[config.mk]
export PLATFORM = sky130hd
export DESIGN_NAME = rational_add_sub_compare_core
export DESIGN_NICKNAME = d
export VERILOG_FILES = /design/src/hdl/rac_pkg.sv /design/src/hdl/rational_add_sub_compare_core.sv /design/src/hdl/rac_div.sv /design/src/hdl/rac_datapath.sv /design/src/hdl/rac_ctrl.sv
export SDC_FILE = /design/constraint.sdc
export NUM_CORES = 2
export LEC_CHECK = 0
export ABC_AREA = 1
export BUFFER_PORTS_ARGS = -buffer_cell sky130_fd_sc_hd__buf_2
export CAP_MARGIN = 20
export CORE_MARGIN = 2
export CORE_UTILIZATION = 55
export CTS_CLUSTER_DIAMETER = 100
export DETAILED_ROUTE_END_ITERATION = 7
export PLACE_DENSITY = 0.73
export SLEW_MARGIN = 0
export SYNTH_ARGS = -nofsm -noshare
export SYNTH_HDL_FRONTEND = slang
export SYNTH_HIERARCHICAL = 1
export SYNTH_SLANG_ARGS = --single-unit
[constraint.sdc]
create_clock -name i_clk -period 8 [get_ports i_clk]
set_input_delay 0.4 -clock i_clk [delete_from_list [all_inputs] [get_ports i_clk]]
set_output_delay 0.4 -clock i_clk [all_outputs]
set_load 0.01 [all_outputs]
[src/hdl/rac_pkg.sv]
// Shared types, constants and helpers for the rational add/sub/compare core.
package rac_pkg;

    // Operand width of every input numerator and denominator
    localparam int OPERAND_WIDTH = 16;
    // Internal magnitude width: holds any product or sum of two operands
    localparam int MAG_WIDTH     = 2 * OPERAND_WIDTH;
    localparam int NUM_OUT_WIDTH = 33;
    localparam int DEN_OUT_WIDTH = 32;

    typedef enum logic [1:0] {
        OP_NORM = 2'd0,
        OP_ADD  = 2'd1,
        OP_SUB  = 2'd2,
        OP_EQ   = 2'd3
    } t_op;

    typedef struct packed {
        t_op                             operation;
        logic signed [OPERAND_WIDTH-1:0] a_num;
        logic signed [OPERAND_WIDTH-1:0] a_den;
        logic signed [OPERAND_WIDTH-1:0] b_num;
        logic signed [OPERAND_WIDTH-1:0] b_den;
    } t_req;

    typedef struct packed {
        logic signed [NUM_OUT_WIDTH-1:0] result_num;
        logic [DEN_OUT_WIDTH-1:0]        result_den;
        logic                            equal;
        logic                            error;
    } t_rsp;

    // Divider operand selection
    typedef enum logic [1:0] {
        DS_GCD = 2'd0,   // x mod y
        DS_MAG = 2'd1,   // magnitude / gcd
        DS_DEN = 2'd2    // denominator / gcd
    } t_div_src;

    // Multiplier operand selection
    typedef enum logic [1:0] {
        MS_T1  = 2'd0,   // a.mag * b.den
        MS_T2  = 2'd1,   // b.mag * a.den
        MS_DEN = 2'd2    // a.den * b.den
    } t_mul_sel;

    typedef enum logic [3:0] {
        ST_IDLE,
        ST_CHECK,
        ST_GCD_TEST,
        ST_GCD_WAIT,
        ST_DIVM_WAIT,
        ST_DIVD_WAIT,
        ST_REDUCED,
        ST_MUL1,
        ST_MUL2,
        ST_MUL3,
        ST_COMBINE,
        ST_OUT
    } t_state;

    typedef enum logic [1:0] {
        PH_A,
        PH_B,
        PH_R
    } t_phase;

    // Controller to datapath commands
    typedef struct packed {
        logic     capture;
        logic     set_err;
        logic     load_a;
        logic     load_b;
        logic     save_a;
        logic     save_b;
        logic     div_start;
        t_div_src div_src;
        logic     gcd_update;
        logic     wr_mag;
        logic     wr_den;
        logic     mul_en;
        t_mul_sel mul_sel;
        logic     combine;
        logic     out_load;
    } t_dp_cmd;

    // Datapath to controller status
    typedef struct packed {
        t_op  op;
        logic err_zero;
        logic y_zero;
        logic div_done;
        logic out_valid;
    } t_dp_stat;

    // Magnitude of a two's complement operand; the most negative value maps exactly
    function automatic logic [OPERAND_WIDTH-1:0] mag_of(input logic [OPERAND_WIDTH-1:0] raw);
        return raw[OPERAND_WIDTH-1] ? (~raw + OPERAND_WIDTH'(1)) : raw;
    endfunction

endpackage

[src/hdl/rational_add_sub_compare_core.sv]
// Top level of the rational add/subtract/compare core.
//
//  Channel   Handshake                      Payload
//  request   i_req_valid / o_req_ready      i_req (t_req)
//  response  o_rsp_valid / i_rsp_ready      o_rsp (t_rsp)
//
// One request at a time. Each reduction runs Euclid on a shared 32-bit
// restoring divider and then divides both parts by the gcd. Normalize
// reduces once, equality twice, add/subtract three times, with the
// multiply and combine states before the third. A zero denominator skips
// the reduction and answers directly. Reset is synchronous, active low.
// A stalled response holds in its register; the next request is accepted
// meanwhile and waits in the last state until the register frees.
module rational_add_sub_compare_core import rac_pkg::*; (
    input  logic i_clk,
    input  logic i_rst_n,
    input  logic i_req_valid,
    output logic o_req_ready,
    input  t_req i_req,
    output logic o_rsp_valid,
    input  logic i_rsp_ready,
    output t_rsp o_rsp
);

    t_dp_cmd  w_cmd;
    t_dp_stat w_stat;

    rac_ctrl u_ctrl (
        .i_clk       (i_clk),
        .i_rst_n     (i_rst_n),
        .i_req_valid (i_req_valid),
        .i_rsp_ready (i_rsp_ready),
        .i_stat      (w_stat),
        .o_cmd       (w_cmd),
        .o_req_ready (o_req_ready)
    );

    rac_datapath u_dp (
        .i_clk       (i_clk),
        .i_rst_n     (i_rst_n),
        .i_req       (i_req),
        .i_rsp_ready (i_rsp_ready),
        .i_cmd       (w_cmd),
        .o_stat      (w_stat),
        .o_rsp       (o_rsp),
        .o_rsp_valid (o_rsp_valid)
    );

endmodule

[src/hdl/rac_div.sv]
// Restoring shift-subtract divider, one quotient bit per cycle.
module rac_div import rac_pkg::*; (
    input  logic                 i_clk,
    input  logic                 i_rst_n,
    input  logic                 i_start,
    input  logic [MAG_WIDTH-1:0] i_dividend,
    input  logic [MAG_WIDTH-1:0] i_divisor,
    output logic [MAG_WIDTH-1:0] o_quot,
    output logic [MAG_WIDTH-1:0] o_rem,
    output logic                 o_done
);

    localparam int CNT_W = $clog2(MAG_WIDTH);

    logic             r_busy;
    logic             r_done;
    logic [CNT_W-1:0] r_cnt;
    logic [MAG_WIDTH-1:0] r_rem;
    logic [MAG_WIDTH-1:0] r_quo;
    logic [MAG_WIDTH-1:0] r_dvs;

    logic [MAG_WIDTH:0] w_shift;
    logic [MAG_WIDTH:0] w_diff;
    logic               w_ge;

    // Partial remainder step
    assign w_shift = {r_rem, r_quo[MAG_WIDTH-1]};
    assign w_diff  = w_shift - {1'b0, r_dvs};
    assign w_ge    = w_shift >= {1'b0, r_dvs};

    // Control
    always_ff @(posedge i_clk) begin
        if (!i_rst_n) begin
            r_busy <= 1'b0;
            r_done <= 1'b0;
            r_cnt  <= '0;
        end else begin
            r_done <= r_busy && (r_cnt == '0);
            if (i_start) begin
                r_busy <= 1'b1;
                r_cnt  <= CNT_W'(MAG_WIDTH - 1);
            end else if (r_busy) begin
                r_cnt <= r_cnt - CNT_W'(1);
                if (r_cnt == '0) begin
                    r_busy <= 1'b0;
                end
            end
        end
    end

    // Remainder and quotient shift registers
    always_ff @(posedge i_clk) begin
        if (i_start) begin
            r_rem <= '0;
            r_quo <= i_dividend;
            r_dvs <= i_divisor;
        end else if (r_busy) begin
            r_rem <= w_ge ? w_diff[MAG_WIDTH-1:0] : w_shift[MAG_WIDTH-1:0];
            r_quo <= {r_quo[MAG_WIDTH-2:0], w_ge};
        end
    end

    assign o_quot = r_quo;
    assign o_rem  = r_rem;
    assign o_done = r_done;

endmodule

[src/hdl/rac_datapath.sv]
// Datapath: operand registers, Euclid registers, divider, multiplier, result register.
module rac_datapath import rac_pkg::*; (
    input  logic     i_clk,
    input  logic     i_rst_n,
    input  t_req     i_req,
    input  logic     i_rsp_ready,
    input  t_dp_cmd  i_cmd,
    output t_dp_stat o_stat,
    output t_rsp     o_rsp,
    output logic     o_rsp_valid
);

    localparam int W  = OPERAND_WIDTH;
    localparam int MW = MAG_WIDTH;
    localparam int NX = (MW + 1 > NUM_OUT_WIDTH) ? MW + 1 : NUM_OUT_WIDTH;

    t_req          r_in;
    logic          r_err;
    logic          r_a_neg, r_b_neg, r_w_neg;
    logic [MW-1:0] r_a_mag, r_a_den, r_b_mag, r_b_den, r_w_mag, r_w_den;
    logic [MW-1:0] r_x, r_y;
    logic [MW-1:0] r_t1, r_t2;
    t_rsp          r_out;
    logic          r_out_valid;

    logic [MW-1:0] w_div_dvd, w_div_dvs, w_quot, w_rem;
    logic          w_div_done;
    logic [W-1:0]  w_mul_a, w_mul_b;
    logic [MW-1:0] w_prod;
    logic          w_bneg;
    logic [MW-1:0] w_comb_mag;
    logic          w_comb_neg;
    logic          w_src_neg;
    logic [MW-1:0] w_src_mag, w_src_den;
    logic signed [NX-1:0] w_num_ext;
    logic          w_eq;

    // Operand sign and magnitude of the captured request
    logic          w_an_neg, w_bn_neg;
    logic [MW-1:0] w_an_mag, w_ad_mag, w_bn_mag, w_bd_mag;

    assign w_an_neg = r_in.a_num[W-1] ^ r_in.a_den[W-1];
    assign w_bn_neg = r_in.b_num[W-1] ^ r_in.b_den[W-1];
    assign w_an_mag = MW'(mag_of(r_in.a_num));
    assign w_ad_mag = MW'(mag_of(r_in.a_den));
    assign w_bn_mag = MW'(mag_of(r_in.b_num));
    assign w_bd_mag = MW'(mag_of(r_in.b_den));

    // Divider operand select
    always_comb begin
        case (i_cmd.div_src)
            DS_GCD: begin
                w_div_dvd = r_x;
                w_div_dvs = r_y;
            end
            DS_MAG: begin
                w_div_dvd = r_w_mag;
                w_div_dvs = r_x;
            end
            DS_DEN: begin
                w_div_dvd = r_w_den;
                w_div_dvs = r_x;
            end
            default: begin
                w_div_dvd = r_x;
                w_div_dvs = r_y;
            end
        endcase
    end

    rac_div u_div (
        .i_clk      (i_clk),
        .i_rst_n    (i_rst_n),
        .i_start    (i_cmd.div_start),
        .i_dividend (w_div_dvd),
        .i_divisor  (w_div_dvs),
        .o_quot     (w_quot),
        .o_rem      (w_rem),
        .o_done     (w_div_done)
    );

    // Shared multiplier; reduced magnitudes never exceed the operand range
    always_comb begin
        case (i_cmd.mul_sel)
            MS_T1: begin
                w_mul_a = r_a_mag[W-1:0];
                w_mul_b = r_b_den[W-1:0];
            end
            MS_T2: begin
                w_mul_a = r_b_mag[W-1:0];
                w_mul_b = r_a_den[W-1:0];
            end
            MS_DEN: begin
                w_mul_a = r_a_den[W-1:0];
                w_mul_b = r_b_den[W-1:0];
            end
            default: begin
                w_mul_a = r_a_mag[W-1:0];
                w_mul_b = r_b_den[W-1:0];
            end
        endcase
    end
    assign w_prod = MW'(w_mul_a) * MW'(w_mul_b);

    // Signed combine of the cross products
    assign w_bneg = (r_in.operation == OP_SUB) ? !r_b_neg : r_b_neg;
    always_comb begin
        if (r_a_neg == w_bneg) begin
            w_comb_mag = r_t1 + r_t2;
            w_comb_neg = r_a_neg;
        end else if (r_t1 >= r_t2) begin
            w_comb_mag = r_t1 - r_t2;
            w_comb_neg = r_a_neg;
        end else begin
            w_comb_mag = r_t2 - r_t1;
            w_comb_neg = w_bneg;
        end
    end

    // Result source: reduced a for equality, working fraction otherwise
    assign w_src_neg = (r_in.operation == OP_EQ) ? r_a_neg : r_w_neg;
    assign w_src_mag = (r_in.operation == OP_EQ) ? r_a_mag : r_w_mag;
    assign w_src_den = (r_in.operation == OP_EQ) ? r_a_den : r_w_den;
    assign w_num_ext = w_src_neg ? -$signed(NX'(w_src_mag)) : $signed(NX'(w_src_mag));
    assign w_eq      = (r_in.operation == OP_EQ) && (r_a_neg == r_w_neg)
                       && (r_a_mag == r_w_mag) && (r_a_den == r_w_den);

    // Request capture and error flag
    always_ff @(posedge i_clk) begin
        if (!i_rst_n) begin
            r_err <= 1'b0;
        end else if (i_cmd.capture) begin
            r_err <= 1'b0;
        end else if (i_cmd.set_err) begin
            r_err <= 1'b1;
        end
    end

    always_ff @(posedge i_clk) begin
        if (i_cmd.capture) begin
            r_in <= i_req;
        end
    end

    // Working fraction and Euclid registers
    always_ff @(posedge i_clk) begin
        if (i_cmd.load_a) begin
            r_w_neg <= w_an_neg;
            r_w_mag <= w_an_mag;
            r_w_den <= w_ad_mag;
            r_x     <= w_an_mag;
            r_y     <= w_ad_mag;
        end else if (i_cmd.load_b) begin
            r_w_neg <= w_bn_neg;
            r_w_mag <= w_bn_mag;
            r_w_den <= w_bd_mag;
            r_x     <= w_bn_mag;
            r_y     <= w_bd_mag;
        end else if (i_cmd.combine) begin
            r_w_neg <= w_comb_neg;
            r_w_mag <= w_comb_mag;
            r_x     <= w_comb_mag;
            r_y     <= r_w_den;
        end else if (i_cmd.gcd_update) begin
            r_x <= r_y;
            r_y <= w_rem;
        end else if (i_cmd.wr_mag) begin
            r_w_mag <= w_quot;
        end else if (i_cmd.wr_den) begin
            // A zero numerator reduces to a positive 0/1
            if (r_w_mag == '0) begin
                r_w_neg <= 1'b0;
                r_w_den <= MW'(1);
            end else begin
                r_w_den <= w_quot;
            end
        end else if (i_cmd.mul_en && (i_cmd.mul_sel == MS_DEN)) begin
            r_w_den <= w_prod;
        end
    end

    // Saved reduced operands and cross products
    always_ff @(posedge i_clk) begin
        if (i_cmd.save_a) begin
            r_a_neg <= r_w_neg;
            r_a_mag <= r_w_mag;
            r_a_den <= r_w_den;
        end
        if (i_cmd.save_b) begin
            r_b_neg <= r_w_neg;
            r_b_mag <= r_w_mag;
            r_b_den <= r_w_den;
        end
        if (i_cmd.mul_en && (i_cmd.mul_sel == MS_T1)) begin
            r_t1 <= w_prod;
        end
        if (i_cmd.mul_en && (i_cmd.mul_sel == MS_T2)) begin
            r_t2 <= w_prod;
        end
    end

    // Output register
    always_ff @(posedge i_clk) begin
        if (!i_rst_n) begin
            r_out_valid <= 1'b0;
        end else if (i_cmd.out_load) begin
            r_out_valid <= 1'b1;
        end else if (i_rsp_ready) begin
            r_out_valid <= 1'b0;
        end
    end

    always_ff @(posedge i_clk) begin
        if (i_cmd.out_load) begin
            if (r_err) begin
                r_out.result_num <= '0;
                r_out.result_den <= DEN_OUT_WIDTH'(1);
                r_out.equal      <= 1'b0;
                r_out.error      <= 1'b1;
            end else begin
                r_out.result_num <= w_num_ext[NUM_OUT_WIDTH-1:0];
                r_out.result_den <= w_src_den[DEN_OUT_WIDTH-1:0];
                r_out.equal      <= w_eq;
                r_out.error      <= 1'b0;
            end
        end
    end

    // Status to controller
    assign o_stat.op        = r_in.operation;
    assign o_stat.err_zero  = (r_in.a_den == '0)
                              || ((r_in.operation != OP_NORM) && (r_in.b_den == '0));
    assign o_stat.y_zero    = (r_y == '0);
    assign o_stat.div_done  = w_div_done;
    assign o_stat.out_valid = r_out_valid;

    assign o_rsp       = r_out;
    assign o_rsp_valid = r_out_valid;

endmodule

[src/hdl/rac_ctrl.sv]
// Controller: sequences reduction of a, b and the combined result.
module rac_ctrl import rac_pkg::*; (
    input  logic     i_clk,
    input  logic     i_rst_n,
    input  logic     i_req_valid,
    input  logic     i_rsp_ready,
    input  t_dp_stat i_stat,
    output t_dp_cmd  o_cmd,
    output logic     o_req_ready
);

    t_state r_state, n_state;
    t_phase r_phase, n_phase;

    // State register
    always_ff @(posedge i_clk) begin
        if (!i_rst_n) begin
            r_state <= ST_IDLE;
            r_phase <= PH_A;
        end else begin
            r_state <= n_state;
            r_phase <= n_phase;
        end
    end

    // Next state and commands
    always_comb begin
        n_state     = r_state;
        n_phase     = r_phase;
        o_cmd       = '0;
        o_req_ready = 1'b0;
        case (r_state)
            ST_IDLE: begin
                o_req_ready = 1'b1;
                if (i_req_valid) begin
                    o_cmd.capture = 1'b1;
                    n_state       = ST_CHECK;
                end
            end
            ST_CHECK: begin
                if (i_stat.err_zero) begin
                    o_cmd.set_err = 1'b1;
                    n_state       = ST_OUT;
                end else begin
                    o_cmd.load_a = 1'b1;
                    n_phase      = PH_A;
                    n_state      = ST_GCD_TEST;
                end
            end
            ST_GCD_TEST: begin
                o_cmd.div_start = 1'b1;
                if (i_stat.y_zero) begin
                    o_cmd.div_src = DS_MAG;
                    n_state       = ST_DIVM_WAIT;
                end else begin
                    o_cmd.div_src = DS_GCD;
                    n_state       = ST_GCD_WAIT;
                end
            end
            ST_GCD_WAIT: begin
                if (i_stat.div_done) begin
                    o_cmd.gcd_update = 1'b1;
                    n_state          = ST_GCD_TEST;
                end
            end
            ST_DIVM_WAIT: begin
                if (i_stat.div_done) begin
                    o_cmd.wr_mag    = 1'b1;
                    o_cmd.div_start = 1'b1;
                    o_cmd.div_src   = DS_DEN;
                    n_state         = ST_DIVD_WAIT;
                end
            end
            ST_DIVD_WAIT: begin
                if (i_stat.div_done) begin
                    o_cmd.wr_den = 1'b1;
                    n_state      = ST_REDUCED;
                end
            end
            ST_REDUCED: begin
                case (r_phase)
                    PH_A: begin
                        o_cmd.save_a = 1'b1;
                        if (i_stat.op == OP_NORM) begin
                            n_state = ST_OUT;
                        end else begin
                            o_cmd.load_b = 1'b1;
                            n_phase      = PH_B;
                            n_state      = ST_GCD_TEST;
                        end
                    end
                    PH_B: begin
                        o_cmd.save_b = 1'b1;
                        n_state = (i_stat.op == OP_EQ) ? ST_OUT : ST_MUL1;
                    end
                    default: begin
                        n_state = ST_OUT;
                    end
                endcase
            end
            ST_MUL1: begin
                o_cmd.mul_en  = 1'b1;
                o_cmd.mul_sel = MS_T1;
                n_state       = ST_MUL2;
            end
            ST_MUL2: begin
                o_cmd.mul_en  = 1'b1;
                o_cmd.mul_sel = MS_T2;
                n_state       = ST_MUL3;
            end
            ST_MUL3: begin
                o_cmd.mul_en  = 1'b1;
                o_cmd.mul_sel = MS_DEN;
                n_state       = ST_COMBINE;
            end
            ST_COMBINE: begin
                o_cmd.combine = 1'b1;
                n_phase       = PH_R;
                n_state       = ST_GCD_TEST;
            end
            ST_OUT: begin
                // Load the result once the output register is free
                if (!i_stat.out_valid || i_rsp_ready) begin
                    o_cmd.out_load = 1'b1;
                    n_state        = ST_IDLE;
                end
            end
            default: begin
                n_state = ST_IDLE;
            end
        endcase
    end

endmodule

== Word level (Yosys, flattened, before mapping) ==
Cells that the tools add are included.
Storage, ports and cells
  output and inout bits: 69
  register bits: 535
  word-level logic and storage cells: 233
  bits of input ports: 70
Cells by class
  multipliers: 1
  equal/unequal tests: 36
  muxes and demuxes: 92
  bitwise operators: 11
  order comparisons: 2
  reduce and logical (&&, ||, !) cells: 44
  $add $sub $neg: 10
Operators with widths (count)
  $mux 32: 19
  $mux 16: 16
  $sub 32x32->32: 3
  $add 16x1->16 const B: 4
  $eq 32x32->1: 2
  $logic_not 32->1: 2
  $not 16->16: 4
  $pmux 32 s2: 1
  $pmux 4 s12: 1
  $ge 33x32->1: 1
  $neg 32->33: 1
  $add 32x32->32: 1
  $ge 32x32->1: 1
  $logic_not 16->1: 2
  $mul 16x16->32: 1
  $mux 1: 32
  $mux 4: 8
  $pmux 16 s2: 1
  $reduce_bool 4->1: 5
  $eq 4x3->1 const B: 4
  $eq 4x4->1 const B: 4
  $reduce_and 4->1: 4
  $reduce_bool 2->1: 6
  $mux 2: 5
  other kinds (28): 68

== Logic depth before layout (Yosys ltp) ==
  depth after elaboration: 12
  depth in mapped cells: 37

== Cells and area by module ==
The synthesis kept the hierarchy.
Modules (own cells, without submodules)
  rac_datapath: cells each 4847, seq. area each 12131.6 sq um, area an instance 36775.3 sq um, times used 1
  rac_div: cells each 1006, seq. area each 2702.6 sq um, area an instance 6806.5 sq um, times used 1
  rac_ctrl: cells each 104, seq. area each 120.1 sq um, area an instance 559.3 sq um, times used 1

== Least setup slack after synthesis ==
OpenSTA, ideal clock, no wires.
  kind: register to register
  start point: register u_ctrl.r_state[1]
  end point: register u_dp.r_t1[27], data pin
  setup time: 0.258 ns
  clock period less this slack: 6.985 ns
  arrival: 6.727 ns
  path buffers: 2
  cell stages (with the launch flop): 32
  required time: 7.742 ns
  setup slack: 1.015 ns
  cell sequence: dfxtp_1 > nor2_1 > inv_1 > nor2_1 > inv_1 > ha_1 > clkbuf_1 > clkbuf_1 > o211ai_1 > nand2_1 > clkinv_1 > nand2_1 > fa_1 > fa_1 > fa_1 > inv_1 > fa_1 > fa_1 > inv_1 > fa_1 > inv_1 > ha_1 > nand2_1 > nor2_1 > nand3_1 > o21ai_0 > nand2_1 > nand2_1 > nand2_1 > nand2_1 > nand2_1 > and2_1
RTL lines
  from (decl): RTL line rac_ctrl.sv:12  | t_state r_state, n_state;
  from (signal assigned): RTL line rac_ctrl.sv:21  | r_state <= n_state;
  to (signal assigned): RTL line rac_datapath.sv:195  | r_t1 <= w_prod;
  to (decl): RTL line rac_datapath.sv:22  | logic [MW-1:0] r_t1, r_t2;

==> run summary <==
STA
----------------------------------------------------------------------------------------
Final Critical Period                                                            7.66 ns
Final setup fails                                                                      0
Hold Fails Final Rpt                                                                   0
Final worst slack                                                               0.337 ns
Worst Tran Pin Value                                                             1.19 ns
Setup TNS                                                                           0 ns
Worst Skew                                                                     0.0633 ns
Remaining max-slew budget at the tightest pin                                      20.2%
Count of final max-slew check failures                                                 0
Portion of the clock cycle consumed by the worst path in the final layout          95.8%
F_max                                                                            131 MHz
Worst hold slack across all endpoints                                          0.0265 ns

CELLS AND AREA
----------------------------------------------------------------------------------------
Number of nets in the layout                                                        6656
Share of final-layout standard cells stronger than drive strength 1                7.80%
Commonest cells after routing, fill and taps aside                          sky130_fd_sc_hd__nand2_1 (1617), sky130_fd_sc_hd__inv_1 (1085), sky130_fd_sc_hd__nor2_1 (438)
Leading cell type in the layout, fill and taps excluded                     sky130_fd_sc_hd__nand2_1
Synthesis-to-finish area growth                                                    10.8%
Flip-flop count of the largest register after layout                                  67

GLOBAL ROUTING
----------------------------------------------------------------------------------------
Total gr overflow                                                                      0
Initial antenna violation count                                                       10
Number of global-route vias before repair                                          39909
Largest net degree at the start of global routing                                     76
Global-route usage over all layers                                                 40.6%
Global-route wire length before repair                                            250 mm

PLACED DESIGN
----------------------------------------------------------------------------------------
Port Buffers                                                                         138
DP Worst Slack                                                                  0.199 ns
Half-perimeter wire length after placement                                        131 mm
Final RePlAce weighted congestion                                                   1.05

CLOCK NETWORK
----------------------------------------------------------------------------------------
Root buffer cell                                                            sky130_fd_sc_hd__clkbuf_16
Number of H-tree levels                                                                2
Reg clk slew, reported paths                                                     0.07 ns
Clock tree sinks                                                                     535
Clock Tree Buf Depth                                                                   3
CTS tree                                                                           built
Clock insertion delay at the later pin of the skew report                        0.68 ns
Total clock buffers created by CTS                                                    60

ROUTING
----------------------------------------------------------------------------------------
First DRT Iteration DRCs                                                            6036
Post-route antenna net violation count                                                 0
Avg WL per Cell                                                             23.4 microns
Initial DRT Pass Iterations                                                            7
Overall via count from detail_route                                                42732
Post-detailed-route DRC marker count                                                   0
Via/cell ratio                                                                      5.90
Drt total wl                                                                      170 mm

WORST HOLD PATH
----------------------------------------------------------------------------------------
Worst hold path class                                                          in -> reg

OUTCOME
----------------------------------------------------------------------------------------
Outcome                                                                     finished, final reports clean

WORST SETUP PATH
----------------------------------------------------------------------------------------
Worst EP arrival                                                                 8.23 ns
Max stage delay on crit path                                                     0.53 ns
Required time worst endpoint                                                     8.57 ns
Maximum net fanout on the critical path                                               23
Kind of start point of the critical path                                       flip-flop
Category of the worst setup path capture point                                 flip-flop
Setup CP Type                                                                 reg -> reg
Cell mode on critical path                                                  sky130_fd_sc_hd__fa_1
Max stage delay cell, worst path                                            sky130_fd_sc_hd__fa_1

FLOORPLAN
----------------------------------------------------------------------------------------
Die Span X                                                                   287 microns
Row cnt                                                                              103
Total die area                                                               82500 sq um
I/O pin cnt                                                                          139
Die outline height                                                           287 microns
Effective utilization at floorplan                                                 55.7%
Total core area                                                              79300 sq um

POWER AND IR DROP
----------------------------------------------------------------------------------------
Worst IR Drop VDD                                                                 250 uV
Final total power                                                                9430 uW
Leak                                                                           0.0235 uW
PD cells                                                                     193 nW/um^2

SYNTHESIS
----------------------------------------------------------------------------------------
Post-synth EDFFs                                                                     424
Synthesized area per cell                                                     7.41 sq um
Dominant synthesized flop cell                                              sky130_fd_sc_hd__edfxtp_1
Post-synthesis cell type count                                                        64
Net count of the mapped netlist                                                     6468
Synth Cell Area                                                              44100 sq um
Syn. warnings                                                                          6
Proportion of synthesized chip area in sequential cells                            33.9%
Register bit total from synthesis                                                    535
Gate count after technology mapping                                                 5957
Fraction of registers with async set/reset                                            0%

RUN
----------------------------------------------------------------------------------------
Max-cap check violation count                                                          0

==> metal layers <==
metal	global-route usage [%]	vias up	share of wire, %
met2	59.8	2867	42
met5	0	-	0.075
met3	9.49	540	13
met4	21.2	16	6.2
li1	-	19414	-
met1	55.6	19895	39
==> per-stage QoR <==
step	cell area [sq um]	std cells	util, %
after CTS	48700	7234	61.5
after global routing	48900	7246	61.7
after detailed placement	46100	7055	58.1
after global placement	46100	7055	58.1
final	48900	7248	61.7
after floorplan	44100	5957	-
==> final timing paths <==
check / slack (ns) / endpoint / from / cells past startpoint
worst max-delay path: 0.34 / u_dp/r_w_den[23] / u_ctrl/r_state[0] / 27
worst min-delay path: 0.03 / u_dp/o_rsp_valid / i_rsp_ready / 4
worst max register to register: 0.34 / u_dp/r_w_den[23] / u_ctrl/r_state[0] / 27
worst min register to register: 0.47 / u_dp/r_a_den[19] / u_dp/r_w_den[19] / 0
==> timing repair <==
action / 4_1_cts / 5_1_grt
setup endpoints to repair: 0 / 50
hold buffers: 66 / 0
buffers inserted: 0 / 11
hold endpoints to repair: 66 / 0
gates resized for setup: 0 / 15
==> layout make-up <==
cell class | count | area (sq um)
fillers | 7131 | 30300
multi-input cells | 4100 | 24200
flip-flops and latches | 535 | 15000
inverters | 1137 | 4290
repair buffers | 310 | 2180
clock buffers | 83 | 1670
well taps | 1050 | 1310
clock inverters | 30 | 325
repair inverters | 1 | 7.51
diodes | 2 | 5.00
==> worst max-delay path: cells and delay by family, from the launching register on <==
family                   cells  cell delay [ns]
adder cells (fa/ha/maj)      8             3.51
flip-flops                   1             0.43
AO/OA/AOI/OAI                2             0.59
AND/OR/NAND/NOR              8             1.30
buffers and inverters        8             1.35
XOR/XNOR                     1             0.32
==> Yosys cell counts, drive strengths merged, types with 3 or more instances <==
cell type  number  area (sq um)
a211oi          5          37.5
a21boi          4          30.0
a21o            7          52.6
a21oi         349          1780
a221o           5          50.1
a221oi          5          43.8
a22oi          31           233
a31oi           7          43.8
and2           14          87.6
and3            3          18.8
buf            71           448
clkbuf        114           428
clkinv         14          52.6
dfxtp         111          2220
edfxtp        424         12700
fa            198          3960
ha            243          3040
inv          1123          4220
nand2        1642          6240
nand3         339          1720
nand3b         27           203
nand4          48           313
nor2          462          1820
nor3           69           388
nor4           32           206
o211ai         33           248
o21a            7          52.6
o21ai         369          1900
o21bai         19           146
o22ai          47           294
o31ai          15           113
o32ai           3          26.3
or2            14          87.6
xnor2          50           438
xor2           44           385
==> kinds of logic (layout without fill, tap and decap cells) <==
group	after synthesis	in the layout	share of synthesized area (%)
flip-flops	535	535	33.9
other	0	2	0
adder cells (fa/ha/maj)	441	441	15.9
AO/OA/AOI/OAI	912	912	11.6
buffers and inverters	1322	1561	11.7
AND/OR/NAND/NOR	2653	2653	25.2
XOR/XNOR	94	94	1.87
==> report_power, final <==
| group | total [uW] | internal, uW | leakage (uW) | switching (uW) |
|---|---|---|---|---|
| Sequential | 4070 | 3630 | 0.00476 | 446 |
| Combinational | 2550 | 693 | 0.0178 | 1850 |
| Clock | 2810 | 1570 | 0.000965 | 1240 |
| Total | 9430 | 5890 | 0.0235 | 3530 |
(Power assumes the default switching activity.)
